File: src/rtl/rational_arithmetic_unit_assert.svh
// Assertion macros for the rational arithmetic unit.
`ifndef RATIONAL_ARITHMETIC_UNIT_ASSERT_SVH
`define RATIONAL_ARITHMETIC_UNIT_ASSERT_SVH
`ifndef SYNTHESIS
`define RAU_ASSERT(label, clk, rst_n, prop) \
  label: assert property (@(posedge clk) disable iff (!rst_n) (prop)) \
    else $error("assertion failed");
`define RAU_ASSERT_NEXT(label, clk, rst_n, ante, cons) \
  label: assert property (@(posedge clk) disable iff (!rst_n) (ante) |=> (cons)) \
    else $error("assertion failed");
`else
`define RAU_ASSERT(label, clk, rst_n, prop)
`define RAU_ASSERT_NEXT(label, clk, rst_n, ante, cons)
`endif
`endif

File: src/rtl/rau_pkg.sv
// -----------------------------------------------------------------------------
// Rational arithmetic unit package
// Shared payload types, codes and controller/datapath interface structs.
// -----------------------------------------------------------------------------
package rau_pkg;

  typedef enum logic [1:0] {
    MODE_ADD = 2'd0,
    MODE_SUB = 2'd1,
    MODE_MUL = 2'd2,
    MODE_DIV = 2'd3
  } mode_e;

  typedef enum logic [1:0] {
    STATUS_OK       = 2'd0,
    STATUS_ZERO_DEN = 2'd1,
    STATUS_OVERFLOW = 2'd2
  } status_e;

  typedef struct packed {
    logic [1:0]         mode;
    logic signed [31:0] a_num;
    logic signed [31:0] a_den;
    logic signed [31:0] b_num;
    logic signed [31:0] b_den;
  } in_t;

  typedef struct packed {
    logic signed [63:0] res_num;
    logic [62:0]        res_den;
    logic [1:0]         status;
  } out_t;

  typedef struct packed {
    logic load;
    logic mul1;
    logic mul2;
    logic combine;
    logic div_start;
    logic div_step;
    logic gcd_swap;
    logic red_start;
    logic red_num;
    logic finish;
  } cmd_t;

  typedef struct packed {
    logic error;
    logic div_done;
    logic gcd_done;
  } sts_t;

endpackage

File: src/rtl/rau_ctrl.sv
// -----------------------------------------------------------------------------
// Rational arithmetic unit controller
// Sequences the product, gcd and reduction phases of the datapath.
// -----------------------------------------------------------------------------
module rau_ctrl (
  input  logic          clk_i,
  input  logic          rst_ni,
  input  logic          in_valid_i,
  output logic          in_ready_o,
  input  logic          out_busy_i,
  input  rau_pkg::sts_t sts_i,
  output rau_pkg::cmd_t cmd_o
);

  typedef enum logic [3:0] {
    S_IDLE, S_CHECK, S_MUL1, S_MUL2, S_COMB, S_GCD_START, S_GCD_DIV,
    S_GCD_SWAP, S_RED_DEN, S_RED_DEN_W, S_RED_NUM, S_RED_NUM_W, S_FINISH
  } state_e;

  state_e state_q;

  always_comb begin
    cmd_o           = '0;
    cmd_o.load      = (state_q == S_IDLE) && in_valid_i;
    cmd_o.mul1      = (state_q == S_MUL1);
    cmd_o.mul2      = (state_q == S_MUL2);
    cmd_o.combine   = (state_q == S_COMB);
    cmd_o.div_start = (state_q == S_GCD_START) || (state_q == S_RED_DEN) ||
                      (state_q == S_RED_NUM);
    cmd_o.div_step  = (state_q == S_GCD_DIV) || (state_q == S_RED_DEN_W) ||
                      (state_q == S_RED_NUM_W);
    cmd_o.gcd_swap  = (state_q == S_GCD_SWAP);
    cmd_o.red_start = (state_q == S_RED_DEN);
    cmd_o.red_num   = (state_q == S_RED_NUM) || (state_q == S_RED_NUM_W);
    cmd_o.finish    = (state_q == S_FINISH) && !out_busy_i;
  end

  assign in_ready_o = (state_q == S_IDLE);

  always_ff @(posedge clk_i or negedge rst_ni) begin
    if (!rst_ni) begin
      state_q <= S_IDLE;
    end else begin
      case (state_q)
        S_IDLE:      if (in_valid_i) state_q <= S_CHECK;
        S_CHECK:     state_q <= sts_i.error ? S_FINISH : S_MUL1;
        S_MUL1:      state_q <= S_MUL2;
        S_MUL2:      state_q <= S_COMB;
        S_COMB:      state_q <= S_GCD_START;
        S_GCD_START: state_q <= sts_i.gcd_done ? S_RED_DEN : S_GCD_DIV;
        S_GCD_DIV:   if (sts_i.div_done) state_q <= S_GCD_SWAP;
        S_GCD_SWAP:  state_q <= S_GCD_START;
        S_RED_DEN:   state_q <= S_RED_DEN_W;
        S_RED_DEN_W: if (sts_i.div_done) state_q <= S_RED_NUM;
        S_RED_NUM:   state_q <= S_RED_NUM_W;
        S_RED_NUM_W: if (sts_i.div_done) state_q <= S_FINISH;
        S_FINISH:    if (!out_busy_i) state_q <= S_IDLE;
        default:     state_q <= S_IDLE;
      endcase
    end
  end

endmodule

File: config.mk
export PLATFORM = sky130hd
export DESIGN_NAME = rau_ctrl
export DESIGN_NICKNAME = d
export VERILOG_FILES = /design/src/rtl/rational_arithmetic_unit_assert.svh /design/src/rtl/rau_pkg.sv /design/src/rtl/rau_ctrl.sv
export SDC_FILE = /design/constraint.sdc
export NUM_CORES = 1
export LEC_CHECK = 0
export BUFFER_PORTS_ARGS = -buffer_cell sky130_fd_sc_hd__clkbuf_2
export CAP_MARGIN = 20
export CORE_MARGIN = 1.5
export CORE_UTILIZATION = 30
export DETAILED_ROUTE_END_ITERATION = 8
export GPL_TIMING_DRIVEN = 0
export HOLD_SLACK_MARGIN = 0.06
export PLACE_DENSITY = 0.6
export SKIP_LAST_GASP = 1
export SLEW_MARGIN = 5
export SYNTH_ARGS = -nofsm -noshare
export SYNTH_HDL_FRONTEND = slang
export SYNTH_SLANG_ARGS = --single-unit
export TNS_END_PERCENT = 30
File: constraint.sdc
create_clock -name clk_i -period 1.68 [get_ports clk_i]
set_clock_uncertainty 0.15 [all_clocks]
set_input_delay 0.336 -clock clk_i [delete_from_list [all_inputs] [get_ports clk_i]]
set_output_delay 0.336 -clock clk_i [all_outputs]
set_load 0.01 [all_outputs]
==> impl_metrics.py, run 1 <==
metrics = {
    "worst_setup_path": {
        "crit_chain": "buf_6, nor4_4, and2_1, buf_2",
        "slowest_delay_ns": 0.41,
        "cp-start-kind": "flop",
        "cp.arrival_ns": 1.34,
        "cp_num_cells": 4,
        "cp_num_buf_inv": 2,
        "worst_ep_required_time_ns": 1.19,
        "cp_top_family": "simple AND/OR/NAND/NOR gates",
        "crit_fanout": 5,
        "critPathCaptureType": "output pin",
        "reg2reg_depth": 7,
        "worst-setup-path-type": "flop to output pin",
        "critPathSlowestCell": "dfrtp_1",
    },
    "routing": {
        "drt_iter0_markers": 13,
        "avgViaCountPerCell": 5.059,
        "via_count": 516,
        "dr.pass1.iters": 4,
        "ant_nets": 0,
        "wl_per_cell_um": 12.17,
        "drc": 0,
        "wirelength_um": 1241,
    },
    "sta": {
        "rsz0062_at_grt": "true",
        "slew_headroom_pct": 82.83,
        "fin_crit_sh_pct": 108.9,
        "setup_viol": 12,
        "fmax_mhz": 546.8,
        "hold_ws_ns": 0.2902,
        "hold_viol": 0,
        "setup_slack_ns": -0.1488,
        "period_minus_slack_ns": 1.829,
        "maxSlewViolCount": 0,
        "tightest_slew_ns": 0.2576,
    },
    "die": {
        "boundaryPins": 18,
        "die_w_um": 40.21,
        "dieArea_um2": 1617,
        "num_rows": 13,
        "start_util_pct": 31.92,
        "core_area_um2": 1301,
        "die_h_um": 40.21,
    },
    "cts": {
        "cts_buffers": 3,
        "cts_buffer_depth": 2,
        "cts_tree": "built",
        "clock-sinks": 4,
        "clockRootBuffer": "clkbuf_4",
        "htree_levels": 1,
        "insertion_delay_ns": 0.24,
        "clk_pin_slew_ns": 0.04,
    },
    "synthesis": {
        "synth_area_um2": 415.4,
        "avgSynthCellArea_um2": 7.288,
        "synth_cells": 57,
        "ys_types": 27,
        "ys_warn_count": 0,
        "synth.top_cells.by_area": "dfrtp_1, o21ai_0, buf_2",
        "synth-async-reset-ratio_pct": 100.0,
        "ys_ff_latch": 4,
        "synth_nets": 64,
        "synth_ff_type": "dfrtp_1",
        "synth_top_area_share_pct": 24.10,
        "yosysTopAreaCell": "dfrtp_1",
        "synth_edf_count": 0,
        "synth-seq-area-share_pct": 24.10,
    },
    "power_and_ir_drop": {
        "ir_drop_uv": 1269,
        "power_frac_seq_pct": 14.4,
        "internal_power_mw": 0.7486,
        "clkPwrFrac_pct": 9.0,
        "switchingPower_mw": 0.6262,
        "power_frac_comb_pct": 76.7,
        "p_leak_nw": 0.3711,
        "swShare_pct": 45.55,
        "p_per_area_nw_per_um2": 1966,
    },
    "status": {
        "status": "finished with violations",
        "violations": "negative setup slack",
    },
    "finish": {
        "diodes": 0,
        "largest_register_ff_count": 4,
        "layout.cells.most_common": "clkbuf_2",
        "fill_cells": 140,
        "top_regs": "state_q x4",
        "regMostFlops": "state_q",
        "layout.cells.non_filler": 102,
        "final_nets": 96,
        "multi_input_area_um2": 332.8,
        "drive_gt1_share_pct": 54.02,
        "syn_to_final_growth_pct": 68.37,
        "final_cell_mix": "clkbuf_2, buf_4, o21ai_0, buf_6, buf_2",
        "regArea_um2": 101.3,
    },
    "global_route": {
        "overflow": 0,
        "grt_pass1_vias": 424,
        "grt_max_degree": 11,
        "antenna_found_initial": 0,
        "grt.total_usage_pct": 17.09,
        "grt_first_pass_wirelength_um": 1821,
    },
    "placed_design": {
        "pre_cts_slack_ns": 0.01724,
        "place_hpwl_um": 792.3,
        "globalplace.congestion": 0.7500,
        "dp_cells": 89,
        "io_buffers": 17,
    },
    "run": {
        "drv_cap": 0,
    },
    "hold_path": {
        "hp-class": "input pin to async pin",
    },
}
==> path summary, 6_finish.rpt <==
| kind | slack, ns | to | start |
|---|---|---|---|
| worst max-delay path | -0.15 | cmd_o[9] | state_q[3] |
| worst min-delay path | 0.29 | state_q[0] | rst_ni |
| worst max register to register | -0.12 | state_q[3] | state_q[3] |
| worst min register to register | 0.58 | state_q[0] | state_q[1] |
| max in group asynchronous | 0.95 | state_q[2] | rst_ni |
| min in group clk_i | 0.32 | state_q[0] | sts_i[1] |
==> Yosys cell counts, types with 2 or more instances <==
library cell,n
o21ai_0,6
dfrtp_1,4
buf_2,4
nor2_1,5
nor3_1,4
nand2_1,3
a21oi_1,3
nand2b_1,2
nor2b_1,2
and3_1,3
and3b_1,2
inv_1,4
==> metal layers <==
layer	part of all wire, %	GRT usage (%)	up-vias
li1	-	-	269
met1	45	21.00	228
met5	0	0	-
met3	4.9	5.000	0
met4	0	5.000	0
met2	50	28.63	19
==> worst register-to-register path: stages, from the launching register on <==
cell and delay [ns]:
dfrtp_1 0.41, buf_4 0.15, buf_4 0.12, buf_2 0.14, nor3_1 0.16, o21ai_1 0.13, o21a_4 0.15, mux2_4 0.29
==> cell families after synthesis <==
group,after synthesis,share of synthesized area (%)
AND/OR/NAND/NOR,25,33.44
flip-flops,4,24.10
AO/OA/AOI/OAI,17,27.11
multiplexers,2,6.023
buffers and inverters,9,9.336
==> per-stage QoR <==
stage	setup TNS, ns	instance area (µm²)	util (%)	power, mW
6_report	-1.146	699.4	53.75	1.375
5_1_grt	-1.999	699.4	53.75	1.479
4_1_cts	-1.115	650.6	50.00	1.280
3_5_place_dp	0	525.5	40.38	0.9283
3_3_place_gp	0	525.5	40.38	0.9260
2_1_floorplan	0	421.7	-	0.7279
==> cell type report <==
cell class / instances / share of cell area [%]
Clock buffer: 3 / 3.220
Sequential cell: 4 / 14.49
Multi-Input combinational cell: 44 / 47.58
Timing Repair Buffer: 27 / 23.43
Tap cell: 15 / 2.683
Inverter: 5 / 2.683
Buffer: 4 / 5.903
==> power by group through the flow <==
stage	combinational [mW]	clock, mW	sequential, mW
floorplan	0.551	0	0.177
global placement	0.735	0	0.191
detailed placement	0.735	0	0.193
CTS	0.959	0.130	0.191
global route	1.14	0.137	0.205
finish	1.05	0.124	0.197
==> repair_timing <==
item,4_1_cts,5_1_grt
setup buffers,5,3
gates resized for setup,15,9
pin swaps,4,3
hold buffers,1,0
endpoints found under the hold margin,4,0
cloned,1,0
endpoints found under the setup margin,11,13
Power figures use the tool's default switching activity.
==> inputs of run 2 (changes only) <==
--- a/config.mk
+++ b/config.mk
@@ -7,14 +7,13 @@
 export LEC_CHECK = 0
 export BUFFER_PORTS_ARGS = -buffer_cell sky130_fd_sc_hd__clkbuf_2
 export CAP_MARGIN = 20
-export CORE_MARGIN = 1.5
-export CORE_UTILIZATION = 30
+export CORE_AREA = 2 2 39 41
 export DETAILED_ROUTE_END_ITERATION = 8
+export DIE_AREA = 0 0 41 43
 export GPL_TIMING_DRIVEN = 0
 export HOLD_SLACK_MARGIN = 0.06
-export PLACE_DENSITY = 0.6
-export SKIP_LAST_GASP = 1
-export SLEW_MARGIN = 5
+export PLACE_DENSITY = 0.61
+export SLEW_MARGIN = 20
 export SYNTH_ARGS = -nofsm -noshare
 export SYNTH_HDL_FRONTEND = slang
 export SYNTH_SLANG_ARGS = --single-unit
==> impl_metrics.py, run 2 (same netlist as run 1, synthesis figures left out) <==
metrics = {
    "power_and_ir_drop": {
        "p_leak_nw": 0.4267,
        "ir_drop_uv": 693.0,
        "p_per_area_nw_per_um2": 2049,
    },
    "cts": {
        "cts_buffer_depth": 2,
        "clockRootBuffer": "clkbuf_4",
        "clock-sinks": 4,
        "clk_pin_slew_ns": 0.05,
        "cts_buffers": 3,
        "insertion_delay_ns": 0.26,
        "cts_tree": "built",
        "htree_levels": 1,
    },
    "routing": {
        "wl_met1_um": 618,
        "met2WireLength_um": 699,
        "drt_iter0_markers": 16,
        "avgViaCountPerCell": 5.028,
        "wl_per_cell_um": 13.15,
        "wl_met3_um": 71,
        "via_count": 548,
        "wirelength_um": 1433,
        "ant_nets": 0,
        "dr.pass1.iters": 4,
        "top_layer_used": "met4",
        "drc": 0,
    },
    "die": {
        "core_area_um2": 1384,
        "die_w_um": 41,
        "num_rows": 14,
        "die_h_um": 43,
        "dieArea_um2": 1763,
        "boundaryPins": 18,
        "start_util_pct": 30.02,
    },
    "sta": {
        "period_minus_slack_ns": 1.830,
        "rsz0062_at_grt": "true",
        "setup_slack_ns": -0.1496,
        "fmax_mhz": 546.6,
        "timing.setup.tns_ns": -0.9667,
        "slew_headroom_pct": 83.24,
        "fin_crit_sh_pct": 108.9,
        "hold_viol": 0,
        "maxSlewViolCount": 0,
        "hold_ws_ns": 0.2636,
        "tightest_slew_ns": 0.2488,
        "setup_viol": 12,
    },
    "finish": {
        "final_nets": 102,
        "regArea_um2": 101.3,
        "top_regs": "state_q x4",
        "syn_to_final_growth_pct": 92.77,
        "final_cell_mix": "buf_4, clkbuf_2, buf_2, buf_6, o21ai_0",
        "layout.cells.most_common": "buf_4",
        "drive_gt1_share_pct": 63.44,
        "diodes": 0,
        "largest_register_ff_count": 4,
        "fill_cells": 135,
        "regMostFlops": "state_q",
        "multi_input_area_um2": 366.6,
    },
    "status": {
        "status": "finished with violations",
        "violations": "negative setup slack",
    },
    "placed_design": {
        "io_buffers": 17,
        "globalplace.congestion": 0.8749,
        "place_hpwl_um": 860.1,
        "pre_cts_slack_ns": 0.02542,
    },
    "worst_setup_path": {
        "worst_ep_required_time_ns": 1.19,
        "cp.arrival_ns": 1.34,
        "cp-start-kind": "flop",
        "reg2reg_depth": 6,
        "crit_fanout": 4,
        "worst-setup-path-type": "flop to output pin",
        "critPathCaptureType": "output pin",
        "r2r_slack_ns": -0.01,
    },
    "global_route": {
        "overflow": 0,
        "grt.total_usage_pct": 20.16,
        "grt_first_pass_wirelength_um": 2318,
        "grt_pass1_vias": 522,
        "grt_max_degree": 9,
        "antenna_found_initial": 0,
    },
    "hold_path": {
        "hp-class": "input pin to async pin",
    },
    "run": {
        "drv_cap": 0,
    },
}
## run 2: cell types whose count changed in the layout (fill, tap and decap cells not counted), sizes merged
cell / delta
buf: +11
clkbuf: -5
## run 2: what timing repair did
| action | 4_1_cts | 5_1_grt |
|---|---|---|
| pin swaps | 3 | 6 |
| resized for setup | 24 | 16 |
| hold buffers | 1 | 0 |
| setup endpoints to repair | 11 | 12 |
| buffers inserted | 11 | 4 |
| hold endpoints to repair | 4 | 0 |
| cloned | 0 | 0 |
## run 2: cell type report
class | count | area share (%)
Buffer | 4 | 5.625
Clock buffer | 3 | 2.812
Inverter | 5 | 2.656
Multi-Input combinational cell | 44 | 45.78
Sequential cell | 4 | 12.66
Tap cell | 16 | 2.500
Timing Repair Buffer | 33 | 27.97
## run 2: critical path, stage by stage, from the launching register on
cell and delay [ns]:
dfrtp_2 0.42, buf_6 0.13, and3b_2 0.22, a21oi_4 0.16, inv_1 0.04, buf_2 0.13
## run 2: power breakdown
part,internal (mW),switching (mW),total [mW]
Sequential,0.149,0.0532,0.203
Combinational,0.677,0.624,1.30
Clock,0.0810,0.0563,0.137
## run 2: per-layer routing
metal  vias to the layer above  track usage, %
li1                        277               -
met1                       246           24.43
met2                        21           29.69
met3                         4           4.712
met4                         0           14.00
met5                         -               0
## run 2: worst paths after layout
check / from / to
setup / recovery: state_q[2] / cmd_o[4]
hold / removal: rst_ni / state_q[3]
setup reg to reg: state_q[2] / state_q[3]
hold reg to reg: state_q[0] / state_q[0]
max in group asynchronous: rst_ni / state_q[2]
min in group clk_i: sts_i[1] / state_q[1]
## run 2: per-stage QoR
| stage | power (mW) | cells | cell area (µm²) | utilization, % |
|---|---|---|---|---|
| after floorplan | 0.7279 | 57 | 421.7 | - |
| after global placement | 0.9261 | 90 | 526.8 | 38.07 |
| after detailed placement | 0.9340 | 90 | 526.8 | 38.07 |
| after CTS | 1.494 | 105 | 743.2 | 53.71 |
| after global routing | 1.776 | 109 | 800.8 | 57.87 |
| final | 1.641 | 109 | 800.8 | 57.87 |
==> inputs of run 3 (changes only) <==
--- a/config.mk
+++ b/config.mk
@@ -7,12 +7,15 @@
 export LEC_CHECK = 0
 export BUFFER_PORTS_ARGS = -buffer_cell sky130_fd_sc_hd__clkbuf_2
 export CAP_MARGIN = 20
-export CORE_AREA = 2 2 39 41
+export CELL_PAD_IN_SITES_DETAIL_PLACEMENT = 2
+export CELL_PAD_IN_SITES_GLOBAL_PLACEMENT = 2
+export CORE_MARGIN = 1.5
+export CORE_UTILIZATION = 23
 export DETAILED_ROUTE_END_ITERATION = 8
-export DIE_AREA = 0 0 41 43
 export GPL_TIMING_DRIVEN = 0
 export HOLD_SLACK_MARGIN = 0.06
-export PLACE_DENSITY = 0.61
+export PLACE_DENSITY = 0.8
+export SETUP_SLACK_MARGIN = 0.02
 export SLEW_MARGIN = 20
 export SYNTH_ARGS = -nofsm -noshare
 export SYNTH_HDL_FRONTEND = slang
==> impl_metrics.py, run 3 (same netlist as run 1, synthesis figures left out) <==
metrics = {
    "routing": {
        "ant_nets": 0,
        "wirelength_um": 1922,
        "dr.pass1.iters": 3,
        "drt_iter0_markers": 2,
        "avgViaCountPerCell": 4.939,
        "via_count": 568,
        "drc": 0,
        "wl_per_cell_um": 16.71,
    },
    "cts": {
        "cts_tree": "built",
        "insertion_delay_ns": 0.24,
        "clockRootBuffer": "clkbuf_4",
        "cts_buffers": 3,
        "clk_pin_slew_ns": 0.04,
        "cts_buffer_depth": 2,
        "clock-sinks": 4,
        "htree_levels": 1,
    },
    "sta": {
        "timing.setup.tns_ns": -0.6792,
        "setup_viol": 11,
        "maxSlewViolCount": 0,
        "period_minus_slack_ns": 1.799,
        "rsz0062_at_grt": "true",
        "tightest_slew_ns": 0.2732,
        "hold_ws_ns": 0.2994,
        "hold_viol": 0,
        "setup_slack_ns": -0.1188,
        "fmax_mhz": 555.9,
        "slew_headroom_pct": 81.79,
        "fin_crit_sh_pct": 107.1,
    },
    "finish": {
        "top_regs": "state_q x4",
        "final_nets": 99,
        "fill_cells": 200,
        "largest_register_ff_count": 4,
        "final_cell_mix": "clkbuf_2, buf_4, o21ai_0, buf_2",
        "regMostFlops": "state_q",
        "syn_to_final_growth_pct": 76.20,
        "post-route-util_pct": 42.86,
        "layout.cells.most_common": "clkbuf_2",
        "drive_gt1_share_pct": 54.44,
        "diodes": 0,
    },
    "power_and_ir_drop": {
        "power_mw": 1.522,
        "ir_drop_uv": 702.3,
        "p_leak_nw": 0.3898,
        "p_per_area_nw_per_um2": 2079,
    },
    "worst_setup_path": {
        "cp.arrival_ns": 1.31,
        "crit_fanout": 5,
        "r2r_start": "state_q[2]",
        "crit_chain": "buf_6, nor4_4, and2_1, buf_2",
        "reg2reg_depth": 5,
        "worst-setup-path-type": "flop to output pin",
        "cp-start-kind": "flop",
        "critPathCaptureType": "output pin",
        "critPathSlowestCell": "dfrtp_1",
        "r2r_slack_ns": 0.03,
        "reg2reg_to": "state_q[3]",
        "worst_ep_required_time_ns": 1.19,
        "slowest_delay_ns": 0.43,
    },
    "placed_design": {
        "io_buffers": 17,
        "pre_cts_slack_ns": 0.003144,
        "globalplace.congestion": 0.6701,
        "place_hpwl_um": 1118,
    },
    "die": {
        "core_area_um2": 1708,
        "dieArea_um2": 2070,
        "start_util_pct": 24.32,
        "die_h_um": 45.50,
        "boundaryPins": 18,
        "die_w_um": 45.50,
        "num_rows": 15,
    },
    "status": {
        "status": "finished with violations",
        "violations": "negative setup slack",
    },
    "global_route": {
        "grt_pass1_vias": 578,
        "antenna_found_initial": 0,
        "overflow": 0,
        "grt_max_degree": 8,
        "grt.total_usage_pct": 19.93,
        "grt_first_pass_wirelength_um": 2911,
    },
    "hold_path": {
        "hp-class": "input pin to async pin",
    },
    "run": {
        "drv_cap": 0,
    },
}
-- run 3: cell type report --
class                           count  area, µm²  area share, %
Timing Repair Buffer               30      182.7          24.96
Inverter                            5      21.27          2.906
Sequential cell                     4      101.3          13.85
Buffer                              4      45.04          6.154
Clock buffer                        3      22.52          3.077
Tap cell                           25      31.28          4.274
Multi-Input combinational cell     44      327.8          44.79
-- run 3: how the worst max path moves through the flow --
| stage | start | to | slack [ns] | cells past startpoint |
|---|---|---|---|---|
| after floorplan | state_q[0] | cmd_o[9] | 0.05 | 3 |
| after global placement | state_q[2] | cmd_o[9] | 0.03 | 4 |
| after detailed placement | state_q[2] | cmd_o[9] | 0.003 | 4 |
| after CTS | state_q[1] | cmd_o[9] | -0.11 | 4 |
| after global routing | state_q[3] | cmd_o[9] | -0.18 | 4 |
| final | state_q[3] | cmd_o[9] | -0.12 | 4 |
-- run 3: report_power, final --
| group | switching (mW) | leakage, nW | internal [mW] |
|---|---|---|---|
| clock network | 0.0421 | 0.0138 | 0.0801 |
| logic | 0.626 | 0.328 | 0.571 |
| registers | 0.0529 | 0.0479 | 0.149 |
-- run 3: layer usage --
metal | wire length (µm) | global-route usage (%) | vias to the layer above | share of wire, %
met5 | 0 | 0 | - | 0
met4 | 0 | 3.529 | 0 | 0
met3 | 41 | 2.381 | 0 | 2.1
met2 | 1022 | 35.77 | 13 | 53
met1 | 858 | 25.42 | 286 | 45
li1 | - | - | 269 | -
-- run 3: per-stage QoR --
step,std cells,instance area (µm²)
3_3_place_gp,99,538.0
2_1_floorplan,57,421.7
3_5_place_dp,99,538.0
4_1_cts,115,726.9
5_1_grt,115,732.0
6_report,115,732.0
-- run 3: critical path: cells and delay by family, from the launching register on --
kind          cells  cell delay, ns
flops             1            0.43
buf+inv           2            0.28
simple gates      2            0.36
-- run 3: repair_timing --
action / CTS / global route
pin swaps: 2 / 2
setup buffers: 11 / 0
setup endpoints to repair: 12 / 12
hold endpoints to repair: 4 / 0
resized for setup: 19 / 5
hold buffers: 1 / 0
cloned: 1 / 0
